==> src/hdl/askld_pkg.sv <==
`timescale 1ns / 1ps
// ----------------------------------------------------------------------------
// askld_pkg
// Shared widths, codes and control types for the ADC scan key ladder decoder.
// ----------------------------------------------------------------------------
package askld_pkg;

   localparam int SAMPLE_BITS     = 10;
   localparam int BOUND_BITS      = 10;
   localparam int RATIO_BITS      = 16;
   localparam int SCALE_BITS      = 7;
   localparam int PROD_BITS       = SAMPLE_BITS + SCALE_BITS;
   localparam int DIV_CNT_BITS    = $clog2(PROD_BITS);
   localparam int CH_BITS         = 3;
   localparam int KEY_IDX_BITS    = 3;
   localparam int MAX_WINDOWS     = 8;
   localparam int KEY_WINDOWS_DEF = 8;

   localparam int CSR_DATA_BITS   = 40;
   localparam int CSR_IDX_BITS    = 2;
   localparam int REQ_TDATA_BITS  = 16;
   localparam int RSP_TDATA_BITS  = 40;

   localparam logic [SCALE_BITS-1:0] RATIO_SCALE = 7'd100;
   localparam logic [RATIO_BITS-1:0] RATIO_MAX   = '1;

   // csr register indexes
   localparam logic [CSR_IDX_BITS-1:0] CSR_LOW_A  = 2'd0;
   localparam logic [CSR_IDX_BITS-1:0] CSR_LOW_B  = 2'd1;
   localparam logic [CSR_IDX_BITS-1:0] CSR_HIGH_A = 2'd2;
   localparam logic [CSR_IDX_BITS-1:0] CSR_HIGH_B = 2'd3;

   // scan rotation phases
   localparam logic [1:0] PH_KEY  = 2'd0;
   localparam logic [1:0] PH_REF  = 2'd1;
   localparam logic [1:0] PH_BATT = 2'd2;
   localparam logic [1:0] PH_USB  = 2'd3;

   // channel numbers
   localparam logic [CH_BITS-1:0] CH_KEY  = 3'd3;
   localparam logic [CH_BITS-1:0] CH_REF  = 3'd7;
   localparam logic [CH_BITS-1:0] CH_BATT = 3'd0;
   localparam logic [CH_BITS-1:0] CH_USB  = 3'd2;

   // rsp_tdata field offsets
   localparam int OFS_SAMPLED = 0;
   localparam int OFS_NEXT    = OFS_SAMPLED + CH_BITS;
   localparam int OFS_RATIO   = OFS_NEXT + CH_BITS;
   localparam int OFS_RZERO   = OFS_RATIO + RATIO_BITS;
   localparam int OFS_USB     = OFS_RZERO + 1;
   localparam int OFS_FOUND   = OFS_USB + SAMPLE_BITS;
   localparam int OFS_KEYIDX  = OFS_FOUND + 1;
   localparam int RSP_USED    = OFS_KEYIDX + KEY_IDX_BITS;

   typedef struct packed {
      logic capture;
      logic div_step;
      logic div_store;
      logic out_load;
   } askld_cmd_type;

   typedef struct packed {
      logic div_needed;
      logic out_free;
   } askld_status_type;

   function automatic logic [CH_BITS-1:0] phase_channel(input logic [1:0] phase);
      logic [CH_BITS-1:0] ch;
      unique case (phase)
         PH_KEY:  ch = CH_KEY;
         PH_REF:  ch = CH_REF;
         PH_BATT: ch = CH_BATT;
         PH_USB:  ch = CH_USB;
         default: ch = CH_KEY;
      endcase
      return ch;
   endfunction

endpackage

==> src/hdl/askld_ctrl.sv <==
`timescale 1ns / 1ps
// ----------------------------------------------------------------------------
// askld_ctrl
// Sequencer: request capture, divider iterations, ratio store, result load.
// ----------------------------------------------------------------------------
module askld_ctrl (
   input  logic                       clock,
   input  logic                       reset,
   input  logic                       req_tvalid,
   output logic                       req_tready,
   input  askld_pkg::askld_status_type status,
   output askld_pkg::askld_cmd_type    cmd
);
   import askld_pkg::*;

   typedef enum logic [3:0] {
      ST_IDLE   = 4'b0001,
      ST_DIVIDE = 4'b0010,
      ST_SAVE   = 4'b0100,
      ST_FINISH = 4'b1000
   } state_type;

   state_type                state_ff, state_in;
   logic [DIV_CNT_BITS-1:0]  cnt_ff, cnt_in;
   logic                     accept;
   logic                     last_step;

   assign req_tready = (state_ff == ST_IDLE);
   assign accept     = req_tvalid && req_tready;
   assign last_step  = (cnt_ff == DIV_CNT_BITS'(PROD_BITS - 1));

   always_comb begin
      state_in = state_ff;
      cnt_in   = cnt_ff;
      cmd      = '0;
      unique case (state_ff)
         ST_IDLE: begin
            if (accept) begin
               cmd.capture = 1'b1;
               cnt_in      = '0;
               state_in    = status.div_needed ? ST_DIVIDE : ST_FINISH;
            end
         end
         ST_DIVIDE: begin
            cmd.div_step = 1'b1;
            cnt_in       = cnt_ff + 1'b1;
            if (last_step) begin
               state_in = ST_SAVE;
            end
         end
         ST_SAVE: begin
            cmd.div_store = 1'b1;
            state_in      = ST_FINISH;
         end
         ST_FINISH: begin
            if (status.out_free) begin
               cmd.out_load = 1'b1;
               state_in     = ST_IDLE;
            end
         end
         default: state_in = ST_IDLE;
      endcase
   end

   always_ff @(posedge clock) begin
      if (reset) begin
         state_ff <= ST_IDLE;
         cnt_ff   <= '0;
      end else begin
         state_ff <= state_in;
         cnt_ff   <= cnt_in;
      end
   end

endmodule

==> src/hdl/askld_datapath.sv <==
`timescale 1ns / 1ps
// ----------------------------------------------------------------------------
// askld_datapath
// Channel stores, restoring divider, key window match and result register.
// ----------------------------------------------------------------------------
module askld_datapath #(
   parameter int KEY_WINDOWS = askld_pkg::KEY_WINDOWS_DEF
) (
   input  logic                                    clock,
   input  logic                                    reset,
   input  logic [askld_pkg::REQ_TDATA_BITS-1:0]    req_tdata,
   output logic                                    rsp_tvalid,
   input  logic                                    rsp_tready,
   output logic [askld_pkg::RSP_TDATA_BITS-1:0]    rsp_tdata,
   input  logic                                    csr_we,
   input  logic [askld_pkg::CSR_IDX_BITS-1:0]      csr_index,
   input  logic [askld_pkg::CSR_DATA_BITS-1:0]     csr_wdata,
   input  askld_pkg::askld_cmd_type                cmd,
   output askld_pkg::askld_status_type             status
);
   import askld_pkg::*;

   logic [1:0]              phase_ff, cap_phase_ff;
   logic [SAMPLE_BITS-1:0]  key_ff, ref_ff, usb_ff;
   logic [RATIO_BITS-1:0]   ratio_ff;
   logic                    rzero_ff;
   logic [SAMPLE_BITS-1:0]  rem_ff, rem_in;
   logic [PROD_BITS-1:0]    quo_ff, quo_in;
   logic [BOUND_BITS-1:0]   low_ff  [KEY_WINDOWS];
   logic [BOUND_BITS-1:0]   high_ff [KEY_WINDOWS];
   logic                    rsp_valid_ff;
   logic [RSP_TDATA_BITS-1:0] rsp_data_ff;

   logic [SAMPLE_BITS-1:0]  sample;
   logic [PROD_BITS-1:0]    product;
   logic [SAMPLE_BITS:0]    shifted;
   logic [SAMPLE_BITS+1:0]  diff;
   logic                    ge;
   logic [RATIO_BITS-1:0]   ratio_sat;
   logic                    found;
   logic [KEY_IDX_BITS-1:0] key_idx;
   logic [RSP_TDATA_BITS-1:0] rsp_pack;

   assign sample  = req_tdata[SAMPLE_BITS-1:0];
   assign product = PROD_BITS'(sample) * PROD_BITS'(RATIO_SCALE);

   assign status.div_needed = (phase_ff == PH_BATT) && (ref_ff != '0);
   assign status.out_free   = !rsp_valid_ff || rsp_tready;

   // restoring division, one quotient bit per step
   assign shifted = {rem_ff, quo_ff[PROD_BITS-1]};
   assign diff    = {1'b0, shifted} - {2'b00, ref_ff};
   assign ge      = !diff[SAMPLE_BITS+1];
   assign rem_in  = ge ? diff[SAMPLE_BITS-1:0] : shifted[SAMPLE_BITS-1:0];
   assign quo_in  = {quo_ff[PROD_BITS-2:0], ge};

   assign ratio_sat = (|quo_ff[PROD_BITS-1:RATIO_BITS]) ? RATIO_MAX
                                                         : quo_ff[RATIO_BITS-1:0];

   always_comb begin
      found   = 1'b0;
      key_idx = '0;
      for (int k = KEY_WINDOWS - 1; k >= 0; k--) begin
         if (key_ff >= low_ff[k] && key_ff <= high_ff[k]) begin
            found   = 1'b1;
            key_idx = KEY_IDX_BITS'(k);
         end
      end
   end

   always_comb begin
      rsp_pack = '0;
      rsp_pack[OFS_SAMPLED +: CH_BITS]     = phase_channel(cap_phase_ff);
      rsp_pack[OFS_NEXT +: CH_BITS]        = phase_channel(phase_ff);
      rsp_pack[OFS_RATIO +: RATIO_BITS]    = ratio_ff;
      rsp_pack[OFS_RZERO]                  = rzero_ff;
      rsp_pack[OFS_USB +: SAMPLE_BITS]     = usb_ff;
      rsp_pack[OFS_FOUND]                  = found;
      rsp_pack[OFS_KEYIDX +: KEY_IDX_BITS] = key_idx;
   end

   always_ff @(posedge clock) begin
      if (reset) begin
         phase_ff <= PH_KEY;
         key_ff   <= '0;
         ref_ff   <= '0;
         usb_ff   <= '0;
         ratio_ff <= '0;
         rzero_ff <= 1'b0;
      end else if (cmd.capture) begin
         phase_ff <= phase_ff + 2'd1;
         unique case (phase_ff)
            PH_KEY:  key_ff <= sample;
            PH_REF:  ref_ff <= sample;
            PH_BATT: begin
               if (ref_ff == '0) begin
                  ratio_ff <= RATIO_MAX;
                  rzero_ff <= 1'b1;
               end
            end
            PH_USB:  usb_ff <= sample;
            default: usb_ff <= usb_ff;
         endcase
      end else if (cmd.div_store) begin
         ratio_ff <= ratio_sat;
         rzero_ff <= 1'b0;
      end
   end

   always_ff @(posedge clock) begin
      if (cmd.capture) begin
         cap_phase_ff <= phase_ff;
         rem_ff       <= '0;
         quo_ff       <= product;
      end else if (cmd.div_step) begin
         rem_ff <= rem_in;
         quo_ff <= quo_in;
      end
   end

   for (genvar k = 0; k < KEY_WINDOWS; k++) begin : g_win
      localparam logic [CSR_IDX_BITS-1:0] LOW_IDX  = (k < 4) ? CSR_LOW_A : CSR_LOW_B;
      localparam logic [CSR_IDX_BITS-1:0] HIGH_IDX = (k < 4) ? CSR_HIGH_A : CSR_HIGH_B;
      localparam int LSB = (k % 4) * BOUND_BITS;

      always_ff @(posedge clock) begin
         if (reset) begin
            low_ff[k]  <= '0;
            high_ff[k] <= '0;
         end else if (csr_we) begin
            if (csr_index == LOW_IDX) begin
               low_ff[k] <= csr_wdata[LSB +: BOUND_BITS];
            end
            if (csr_index == HIGH_IDX) begin
               high_ff[k] <= csr_wdata[LSB +: BOUND_BITS];
            end
         end
      end
   end

   always_ff @(posedge clock) begin
      if (reset) begin
         rsp_valid_ff <= 1'b0;
      end else if (cmd.out_load) begin
         rsp_valid_ff <= 1'b1;
      end else if (rsp_tready) begin
         rsp_valid_ff <= 1'b0;
      end
   end

   always_ff @(posedge clock) begin
      if (cmd.out_load) begin
         rsp_data_ff <= rsp_pack;
      end
   end

   assign rsp_tvalid = rsp_valid_ff;
   assign rsp_tdata  = rsp_data_ff;

endmodule

==> src/hdl/adc_scan_key_ladder_decoder.sv <==
`timescale 1ns / 1ps
// ----------------------------------------------------------------------------
// adc_scan_key_ladder_decoder
// ADC scan rotation (3, 7, 0, 2), battery ratio and resistor ladder key decode.
// ----------------------------------------------------------------------------
// Channel   Ports                   Content
// req       req_tvalid/tready/tdata adc_sample in tdata[9:0]
// rsp       rsp_tvalid/tready/tdata one result per request
// csr       csr_we/index/wdata      window bounds, indexes 0..3
//
// A battery request with a nonzero reference runs through the 17-step restoring
// divider (one quotient bit a cycle); other requests skip the divider.
// Reset is synchronous and needs no clearing pass.
// The result register holds while rsp_tready is low; the next request is
// accepted and processed meanwhile, then waits for the result register.
// ----------------------------------------------------------------------------
module adc_scan_key_ladder_decoder #(
   parameter int KEY_WINDOWS = askld_pkg::KEY_WINDOWS_DEF
) (
   input  logic                                 clock,
   input  logic                                 reset,
   input  logic                                 req_tvalid,
   output logic                                 req_tready,
   // [9:0] adc_sample, [15:10] zero
   input  logic [askld_pkg::REQ_TDATA_BITS-1:0] req_tdata,
   output logic                                 rsp_tvalid,
   input  logic                                 rsp_tready,
   // [2:0] sampled_channel, [5:3] next_channel, [21:6] battery_ratio,
   // [22] reference_zero, [32:23] usb_level, [33] key_found,
   // [36:34] key_index, [39:37] zero
   output logic [askld_pkg::RSP_TDATA_BITS-1:0] rsp_tdata,
   input  logic                                 csr_we,
   input  logic [askld_pkg::CSR_IDX_BITS-1:0]   csr_index,
   input  logic [askld_pkg::CSR_DATA_BITS-1:0]  csr_wdata
);
   import askld_pkg::*;

   askld_cmd_type    cmd;
   askld_status_type status;

   askld_ctrl u_ctrl (
      .clock      (clock),
      .reset      (reset),
      .req_tvalid (req_tvalid),
      .req_tready (req_tready),
      .status     (status),
      .cmd        (cmd)
   );

   askld_datapath #(
      .KEY_WINDOWS (KEY_WINDOWS)
   ) u_datapath (
      .clock      (clock),
      .reset      (reset),
      .req_tdata  (req_tdata),
      .rsp_tvalid (rsp_tvalid),
      .rsp_tready (rsp_tready),
      .rsp_tdata  (rsp_tdata),
      .csr_we     (csr_we),
      .csr_index  (csr_index),
      .csr_wdata  (csr_wdata),
      .cmd        (cmd),
      .status     (status)
   );

endmodule

==> config.mk <==
export PLATFORM = sky130hd
export DESIGN_NAME = adc_scan_key_ladder_decoder
export DESIGN_NICKNAME = d
export VERILOG_FILES = /design/src/hdl/askld_pkg.sv /design/src/hdl/askld_ctrl.sv /design/src/hdl/askld_datapath.sv /design/src/hdl/adc_scan_key_ladder_decoder.sv
export SDC_FILE = /design/constraint.sdc
export NUM_CORES = 1
export LEC_CHECK = 0
export BUFFER_PORTS_ARGS = -buffer_cell sky130_fd_sc_hd__buf_2
export CAP_MARGIN = 15
export CORE_ASPECT_RATIO = 1.2
export CORE_MARGIN = 5
export CORE_UTILIZATION = 32
export CTS_BUF_LIST = sky130_fd_sc_hd__clkbuf_4 sky130_fd_sc_hd__clkbuf_8
export CTS_CLUSTER_SIZE = 30
export DETAILED_ROUTE_END_ITERATION = 7
export PLACE_DENSITY_LB_ADDON = 0.25
export SLEW_MARGIN = 15
export SYNTH_ARGS = -nofsm -noshare
export SYNTH_HDL_FRONTEND = slang
export SYNTH_SLANG_ARGS = --single-unit
==> constraint.sdc <==
create_clock -name clock -period 3.58 [get_ports clock]
set_input_delay 0.537 -clock clock [delete_from_list [all_inputs] [get_ports clock]]
set_output_delay 0.537 -clock clock [all_outputs]
set_load 0.03 [all_outputs]
# After elaboration in Yosys (flattened, before gate mapping)
# Memories as Yosys holds them, arrays and structs flattened.
# Cells that the tools add are included.
# word_totals
elab_cells,177
mem_bits_rw,160
in_bits,63
out_inout_bits,42
n_memories,2
reg_bits,125
# mem_list
memory,depth,word_bits,read_ports,rd_clocked_by_memory_dff,write_ports,line_no,text
u_datapath.high_ff,8,10,8,0,8,askld_datapath.sv:30,logic [BOUND_BITS-1:0] high_ff [KEY_WINDOWS];
u_datapath.low_ff,8,10,8,0,8,askld_datapath.sv:29,logic [BOUND_BITS-1:0] low_ff [KEY_WINDOWS];
# op_classes
n_mux,71
addsub,3
order_cmp,16
n_bitwise,16
reduce_logical,31
mul,1
n_eq_ne,19
# op_table
op,count
two-way mux 10 bit,17
greater-or-equal comparator 10 bit,8
less-or-equal comparator 10 bit,8
two-way mux 16 bit,5
two-way mux 17 bit,2
two-way mux 1 bit,32
one-hot mux 3 bit (4 select lines),2
two-way mux 4 bit,4
bitwise OR 1 bit,16
one-hot mux 4 bit (4 select lines),1
"multiplier 10 x 5 -> 15 bit, second input constant",1
"equality test 2 bit, second input constant",6
two-way mux 3 bit,4
subtractor 11 x 10 -> 12 bit,1
logical AND 1 bit,10
zero test 10 bit,1
one-hot mux 5 bit (2 select lines),1
nonzero test 10 bit,1
AND reduction 2 bit,4
nonzero test 2 bit,4
OR reduction 7 bit,1
"equality test 2 x 1 -> 1 bit, second input constant",3
zero test 2 bit,3
"!= test 2 x 1 -> 1 bit, second input constant",3
other kinds (15),19

# Longest topological paths before layout
# Gate-level depths: netlist of the first run.
# An unclocked memory read counts as a cell.
# depth
word_depth,10
depth_mapped,13
depth_no_buf,13

# Modules after synthesis
# Synthesis of the first run repeated with hierarchy kept, for this count alone.
# hier_totals
hier_cells,1480
area_unflattened_um2,15947.8
# by_module_without_submodules
module,seq_area_each_um2,cells_per_inst,area_per_inst_um2,n_inst
askld_datapath,7667.4,1424,15456.1,1
askld_ctrl,180.2,56,491.7,1

# Worst setup path after synthesis of the first run
# Ideal clock, no wire load.
# synth_path
path_kind,input port to flip-flop
from,input port req_tdata[2] (netlist bit)
to,"register u_datapath.quo_ff[16], data pin"
arrival_ns,2.852
cell_stages,11
path_buffers,0
setup_slack_ns,0.462
required_ns,3.313
path_cell_list,ha_1 > ha_1 > fa_1 > ha_1 > nor2b_1 > o21ai_0 > a21o_1 > a31oi_1 > a31oi_1 > xnor2_1 > o21ai_0
# synth_between
elab_chain_len,2
# synth_lines
element,line_no,text
start: declaration,adc_scan_key_ladder_decoder.sv:25,"input logic [askld_pkg::REQ_TDATA_BITS-1:0] req_tdata,"
multiplier 10 x 5 -> 15 bit,askld_datapath.sv:45,assign product = PROD_BITS'(sample) * PROD_BITS'(RATIO_SCALE);
two-way mux 17 bit,askld_datapath.sv:111,if (cmd.capture) begin
end signal: assignment,askld_datapath.sv:114,quo_ff <= product;
end signal: assignment,askld_datapath.sv:117,quo_ff <= quo_in;
end: declaration,askld_datapath.sv:28,"logic [PROD_BITS-1:0] quo_ff, quo_in;"
# No other way between the ends.
# A chain may end at the register's enable or synchronous reset.

# Worst setup path after layout of the first run
# layout_path
from,register u_datapath.key_ff[4]
to,"register u_datapath.rsp_data_ff[34] (netlist: u_datapath.rsp_tdata[34]), data pin"
# layout_between
elab_chain_len,9
elab_cells_between_ends,31
classes_between,16 x order compare; 7 x mux; 8 x reduce/logical
# layout_lines
element,line_no,text
start: declaration,askld_datapath.sv:24,"logic [SAMPLE_BITS-1:0] key_ff, ref_ff, usb_ff;"
start signal: assignment,askld_datapath.sv:93,PH_KEY: key_ff <= sample;
greater-or-equal comparator 10 bit / less-or-equal comparator 10 bit (equally long branches),askld_datapath.sv:64,if (key_ff >= low_ff[k] && key_ff <= high_ff[k]) begin
logical AND 1 bit,askld_datapath.sv:64,
two-way mux 3 bit (4 in series),askld_datapath.sv:64,
two-way mux 2 bit (2 in series),askld_datapath.sv:64,
two-way mux 1 bit,askld_datapath.sv:64,
end signal: assignment,askld_datapath.sv:153,rsp_data_ff <= rsp_pack;
end: declaration,askld_datapath.sv:32,logic [RSP_TDATA_BITS-1:0] rsp_data_ff;
# Parallel ways exist; a longest one is shown, timed or not.

==> impl_results.md, run 1 <==
- Tcrit/Tclk final: around 82%
- RSZ-0062 raised after global routing: no
- VDD IR-drop max: a little over 0.2 mV
- Core area: slightly below 0.05 sq mm
- CP required: 4.06 ns
- Syn Area/Cell: approximately 11 sq um
- Hold Vio Cnt, Final: 0
- Clock root cell: clkbuf_8
- Num ports: around 110
- Power per Cell Area: ~470 mW/mm^2
- Status: completed
- Cell variety after synth: 71
- Reg clk slew, reported paths: roughly 0.070 ns
- First-pass detailed-route iteration total: 7
- Die ar.: ~0.054 sq mm
- Max-cap violations: 0
- Final worst slack: approximately 0.66 ns
- CP max FO: 8
- Area grow syn2layout: 16.2%
- CTS Sinks: between 200 and 300
- First-pass GRT wire length: approximately 65 mm
- Synth warn: 0
- DIE WIDTH: approximately 210 microns
- WL/cell: 18.3 microns
- CTS H-Tree Depth: 2
- Synth Instances: approximately 1500
- Main synth FF type: edfxtp_1
- CP Capture Type: flip-flop
- Crit path time final: approximately 3 ns
- Number of global-route vias before repair: ~11000
- Slew of the pin with the lowest slew margin: about 0.85 ns
- DR iter-0 viols: 525
- HPWL after DPL: between 30 and 40 mm
- Final Max Tran Viols: 0
- Met3 usage: 3.05%
- Sequential share of the synthesized area: 49.3%
- Antenna-violating nets left: 0
- Global route hottest layer: met2
- Routability congestion estimate from global placement: between 0.8 and 0.9
- Setup TNS: 0 ns
- Number of flops mapped to enable cells by yosys: roughly 210
- Routed WL: between 40 and 50 mm
- Async S/R FF share, synth: 0%
- Vias: 11200
- Initial cell density of the core: between 30% and 40%
- Num rows: 89
- DR vias/cell: about 4.9
- Fin util: about 38%
- Postcts setup bufs: 0
- Hold_buf cts: 0
- CTS Buf Count: 50
- Syn Std Cell Area: 0.0159 sq mm
- Critical setup path kind: reg2reg
- Largest net degree at the start of global routing: 63
- Relative slew slack: between 40% and 50%
- Hold Crit Class: in2reg
- WP data arrival: about 3.4 ns
- Initial antenna violation count: 1
- Final Setup Violations: 0
- GRT met2 Usage: around 29%
- Layout cells sized above 1: 15.1%
- Max Root-Sink Buffers: 3
- Final #Nets: 1914
- I/O Buffers: 95
- CTS tree: done
- Drc violations: 0
- Final Power: 8.74 mW
- Remaining Overflow, GRT: 0
- Post-place setup slack: 0.0890 ns
- FMAX: about 0.34 GHz
- Hold slack: between 0.2 and 0.25 ns
- Startpoint types: flip-flop
- Clock Latency Late Sink: approximately 0.6 ns
- Clk_skew: 0.0186 ns
- Total Routing Usage GR: between 15 and 20%
- Count of cells resized by post-cts repair: 0
- Die height: between 200 and 300 microns
- Leakage: about 8.3 nW
- Flop and latch count out of synthesis: ~290
- Grt met1 use: approximately 18%
-- power by group --
group | total (mW) | internal (mW) | leakage, nW | switching [mW]
combinational | 1.59 | 0.633 | 5.08 | 0.959
clock | 3.25 | 1.86 | 0.571 | 1.39
sequential | 3.90 | 3.79 | 2.69 | 0.110
total | 8.74 | 6.28 | 8.34 | 2.46
-- registers in the layout, indices dropped and copies added (netlist names) --
signal / flops
u_ctrl.cnt_ff: 5
u_ctrl.state_ff: 4
u_datapath.cap_phase_ff: 2
u_datapath.high_ff: 80
u_datapath.key_ff: 10
u_datapath.low_ff: 80
u_datapath.phase_ff: 2
u_datapath.quo_ff: 17
u_datapath.ratio_ff: 16
u_datapath.ref_ff: 10
u_datapath.rem_ff: 10
u_datapath.rsp_tdata: 37
u_datapath.rsp_tvalid: 1
u_datapath.rzero_ff: 1
u_datapath.usb_ff: 10
-- cells in the mapped netlist, types with 3 or more instances --
cell type,number,area share (%)
o21a_1,11,0.52
a31oi_1,12,0.47
a211oi_1,12,0.57
a221oi_1,3,0.17
fa_1,6,0.75
inv_1,191,4.5
o211ai_1,5,0.24
or2_2,3,0.12
o2111ai_1,3,0.17
o2111a_1,4,0.28
nand2b_1,12,0.47
edfxtp_1,214,40
ha_1,213,17
dfxtp_1,71,8.9
nor3_2,10,0.63
nand2_1,107,2.5
o21bai_1,4,0.19
xnor2_1,14,0.77
a211o_1,3,0.17
and4_1,5,0.28
o22ai_1,3,0.12
a22o_1,6,0.33
a21o_1,35,1.7
nor2b_1,18,0.71
and2_1,121,4.8
and3_1,46,1.8
nand3b_1,4,0.19
o21ai_0,49,1.5
nand4_1,14,0.55
a21oi_1,85,2.7
buf_4,5,0.24
a41oi_1,3,0.17
nor3_1,14,0.44
nand3_1,23,0.72
nor4_1,3,0.12
mux2i_1,4,0.25
or3_1,3,0.12
nor2_1,71,1.7
clkbuf_1,38,0.90
-- critical path, stage by stage, from the launching register on --
cell      delay, ns
dfxtp_1        0.63
buf_12         0.21
ha_1           0.24
a21o_1         0.18
a211o_1        0.28
a41oi_1        0.29
o21ai_0        0.28
a211oi_1       0.28
o221a_2        0.27
o22a_1         0.13
-- cell type report --
cell class | instances | area, sq um
inverter | 193 | 726
multi-input combinational | 966 | 7210
clock buffer | 74 | 918
clock inverter | 18 | 166
tap | 637 | 797
timing repair buffer | 136 | 821
sequential | 285 | 7850
fill | 4927 | 30700
antenna | 1 | 2.50
-- layout by cell type (no fill, tap or decap), types with 11 or more instances in the layout --
master / n
a31oi_1: 12
buf_4: 38
o21ai_0: 49
edfxtp_1: 214
clkbuf_8: 58
xnor2_1: 14
buf_2: 95
ha_1: 213
clkbuf_4: 16
nand4_1: 14
a21o_1: 35
o21a_1: 11
nand2b_1: 12
nand2_1: 107
and2_1: 121
a211oi_1: 12
dfxtp_1: 71
and3_1: 46
inv_1: 191
nor2_1: 68
nor2b_1: 16
a21oi_1: 85
nand3_1: 23
nor3_1: 14
-- kinds of logic after synthesis --
kind of cell,count (synthesis),share of synthesized area [%]
compound gates,261,10.7
xor+xnor,16,0.880
fa+ha+maj,219,17.5
buf+inv,238,5.79
flops,285,49.3
mux,4,0.252
other cells,1,0.0236
simple gates,463,15.6
-- routing by layer --
metal	wire (microns)	part of all wire, %
met3	1680	4.0
met2	22000	52
met5	0	0
met4	818	1.9
met1	17700	42
-- metrics by stage --
step,cells,instance area (sq um)
finish,2310,18500
global route,2309,18500
floorplan,1489,15900
CTS,2309,18500
detailed placement,2217,17400
global placement,2217,17400
-- worst paths after layout --
check,to,cells past startpoint,start,slack [ns]
min reg2reg,u_datapath.rsp_tdata[13]$_DFFE_PP_,0,u_datapath.ratio_ff[7]$_SDFFE_PP0P_,0.43
max reg2reg,u_datapath.rsp_tdata[34]$_SDFFCE_PP0P_,9,u_datapath.key_ff[4]$_SDFFE_PP0P_,0.66
max,u_datapath.rsp_tdata[34]$_SDFFCE_PP0P_,9,u_datapath.key_ff[4]$_SDFFE_PP0P_,0.66
min,u_datapath.key_ff[3]$_SDFFE_PP0P_,3,req_tdata[3],0.25
Note: power is estimated with default switching activity, not from simulation.
==> run 2: changes to the inputs <==
--- a/config.mk
+++ b/config.mk
@@ -5,6 +5,7 @@
 export SDC_FILE = /design/constraint.sdc
 export NUM_CORES = 1
 export LEC_CHECK = 0
+export ABC_AREA = 1
 export BUFFER_PORTS_ARGS = -buffer_cell sky130_fd_sc_hd__buf_2
 export CAP_MARGIN = 15
 export CORE_ASPECT_RATIO = 1.2
==> constraint.sdc (replaced) <==
create_clock -name clock -period 2.8 [get_ports clock]
set_input_delay 0.42 -clock clock [delete_from_list [all_inputs] [get_ports clock]]
set_output_delay 0.42 -clock clock [all_outputs]
set_load 0.03 [all_outputs]
==> run 2 against run 1 <==
Effect of this change:
- clock power up 33%
- cell count rose by 11%
- combinational power rose by 38%
- register-to-register slack lost 0.15 ns
- global-route usage shrank 1.0 points
- via count grew 7.6%
- core utilization is 0.57 points higher
- design area grew 2.0%
- wire length down 5.6%
- clock skew is 0.011 ns higher
- area after synthesis grew 0.71%
==> impl_results.md, run 2 <==
- Status: completed
- Drc violations: 0 (unchanged)
- Hold Vio Cnt, Final: 0 (unchanged)
- Die ar.: 0.0547 sq mm (+0.67%)
- VDD IR-drop max: 0.424 mV (+110%)
- WL/cell: 15.6 microns (-15%)
- Max-cap violations: 0 (unchanged)
- Sequential cell fraction of total power: 43.1% (-1.5 points)
- Core area: 0.0494 sq mm (+0.45%)
- Power per Cell Area: 608 mW/mm^2 (+29%)
- DR vias/cell: 4.72 (-2.8%)
- Num ports: 105 (unchanged)
- Hold slack: 0.0935 ns (-0.154 ns)
- Antenna-violating nets left: 0 (unchanged)
- Tcrit/Tclk final: about nine tenths
- Synth Instances: 1704 (+15%)
- Critical-path cell list: buf_2 > ha_1 > ha_1 > inv_1 > fa_1 > inv_1 > ha_1 > nand2_1 > o21ai_1 > a21oi_1 > o21ai_1 > a21oi_1 > o21ai_0 > o21ai_0
- Layout cells sized above 1: 15.1% (about the same)
- CP max FO: 4 (-4)
- Leakage: 8.89 nW (+6.7%)
- Clock root cell: clkbuf_8
- Setup TNS: 0 ns (unchanged)
- Switching pwr: 3.32 mW (+35%)
- Hold Crit Class: in2reg
- Routability congestion estimate from global placement: 0.792 (-1.1%)
- Synth top area share: 40.1% (-0.28 points)
- Part of the power in the clock network: 37.7% (+0.5 points)
- Area grow syn2layout: 17.6%
- WP data arrival: 2.90 ns (-0.51 ns)
- CP most frequent cell: ha_1
- Mux cell area share after synthesis: 0% (-0.25 points)
- Cell count after placement: 2461 (+11%)
- Internal power: 8.15 mW (+30%)
- First-pass detailed-route iteration total: 5 (-2)
- Num rows: 89 (unchanged)
- Die height: 255 microns (+0.34%)
- Synth warn: 0 (unchanged)
- Crit path time final: approximately 2.5 ns
- Final Max Tran Viols: 0 (unchanged)
- XOR/XNOR share of the synthesized area: 0.437% (-0.44 points)
- Slew of the pin with the lowest slew margin: 0.635 ns (-0.211 ns)
- Syn Area/Cell: 9.41 sq um (-12%)
- Post-place setup slack: -0.390 ns (-0.479 ns)
- Final Power: 11.5 mW (+31%)
- Relative slew slack: 57.6% (+14 points)
- Reg clk slew, reported paths: 0.06 ns (about the same)
- Largest family of logic cells by synthesized area: adder cells
- Post-Synth Adder-Cell Area: 17.4% (-0.12 points)
- Final #Nets: 2158 (+13%)
- CTS H-Tree Depth: 2 (unchanged)
- Cell variety after synth: 50 (-30%)
- Synth Area in Simple Gates: 15.0% (-0.60 points)
- Combinational share of power: 19.2% (+1.0 points)
- Number of global-route vias before repair: 12500 (+9.0%)
- Count of cells resized by post-cts repair: 0 (unchanged)
- Synth area leader: edfxtp_1
- HPWL after DPL: 29.7 mm (-3.5%)
- Commonest non-fill, non-tap cell in the layout: inv_1
- Final worst slack: 0.288 ns (-0.369 ns)
- RSZ-0062 raised after global routing: no
- Sequential share of the synthesized area: 49.0% (-0.35 points)
- CTS tree: done
- Compound-gate portion of the synthesized area: 9.16% (-1.5 points)
- Hold_buf cts: 0 (unchanged)
- Crit Reg-Reg Startpoint: u_datapath.key_ff[8]$_SDFFE_PP0P_
- Max incr delay on CP: 0.51 ns (-0.12 ns)
- Initial cell density of the core: 32.4% (+0.082 points)
- Final Setup Violations: 0 (unchanged)
- Clk_skew: 0.0300 ns (+0.0113 ns)
- DIE WIDTH: 214 microns (+0.33%)
- Remaining Overflow, GRT: 0 (unchanged)
- CP Capture Type: flip-flop
- Startpoint types: primary input
- Postcts setup bufs: 0 (unchanged)
- Fin util: 38.1% (+0.57 points)
- I/O Buffers: 95 (unchanged)
- FMAX: about 0.4 GHz
- Largest net degree at the start of global routing: 41 (-35%)
- Vias: 12100 (+7.6%)
- Flop and latch count out of synthesis: 285 (unchanged)
- Top cells by area in the synthesized netlist: edfxtp_1 (40%), ha_1 (17%), dfxtp_1 (8.9%)
- First-pass GRT wire length: 63.6 mm (-2.2%)
- CTS Buf Count: 50 (unchanged)
- Max Root-Sink Buffers: 3 (unchanged)
- Switching Fraction: 28.9% (+0.79 points)
- Main synth FF type: edfxtp_1
- Fin cells: 2557 (+11%)
- Area after DPL: 0.0177 sq mm (+1.8%)
- Initial antenna violation count: 3 (+2)
- DR iter-0 viols: 533 (+1.5%)
- Hold Startpoint: req_tdata[2]
- Commonest cells in the netlist: inv_1 (311), nor2_1 (240), nand2_1 (218)
- Most frequent cells in the layout: inv_1 (311), nor2_1 (239), nand2_1 (214), edfxtp_1 (214), ha_1 (212)
- Critical setup path kind: in2reg
- Clock Latency Late Sink: 0.64 ns (+0.03 ns)
- Syn Std Cell Area: 0.0160 sq mm (+0.71%)
- Cell with the most instances after synthesis: inv_1
- CP required: 3.18 ns (-0.88 ns)
- Slowest cell on crit path: fa_1
- Fin area: 0.0189 sq mm (+2.0%)
- Async S/R FF share, synth: 0% (unchanged)
- CTS Sinks: 285 (unchanged)
- Number of flops mapped to enable cells by yosys: 214 (unchanged)
- Routed WL: 39.9 mm (-5.6%)
- Critical path startpoint: req_tdata[5]
- Total Routing Usage GR: 14.4% (-1.0 points)
==> run 2: layout make-up <==
cell class                      count  area, sq um
Clock inverter                     17          170
Tap cell                          637          797
Clock buffer                       77          966
Antenna cell                        2         5.00
Timing Repair Buffer              163         1090
Fill cell                        5043        30600
Sequential cell                   285         7850
Multi-Input combinational cell   1056         6780
Inverter                          320         1200
==> run 2: per-layer routing <==
metal  GRT usage, %  share of wire, %  vias up
met3           3.18               4.7       80
li1               -                 -     6038
met2           26.7                51      220
met5              0             0.040        -
met1           16.6                42     5740
met4           4.93               2.8        2
==> run 2: power by group through the flow <==
stage	sequential, mW	combinational, mW	clock (mW)
final	4.95	2.20	4.32
after global routing	4.97	2.52	4.65
after floorplan	5.08	1.41	0
after detailed placement	5.04	2.22	0
after CTS	4.95	2.24	4.46
after global placement	5.03	2.16	0
==> run 2: final timing paths <==
| path | depth (start not counted) | endpoint | slack [ns] |
|---|---|---|---|
| max reg2reg | 11 | u_datapath.rsp_tdata[36]$_SDFFCE_PP0P_ | 0.51 |
| min | 3 | u_datapath.usb_ff[2]$_SDFFE_PP0P_ | 0.09 |
| min reg2reg | 0 | u_datapath.rsp_tdata[31]$_DFFE_PP_ | 0.42 |
| max | 14 | u_datapath.quo_ff[14]$_DFFE_PP_ | 0.29 |
==> run 2: kinds of logic after synthesis <==
logic type,after synthesis
and+or+nand+nor,575
xor gates and xnor gates,8
adders and majority gates,219
other,1
DFF,285
AOI/OAI and AO/OA,251
buffers and inverters,365
==> run 2: critical path: cells and delay by family <==
kind	cells	cell delay, ns
compound gates	6	0.71
simple gates	1	0.11
fa+ha+maj	4	1.44
buf+inv	3	0.22
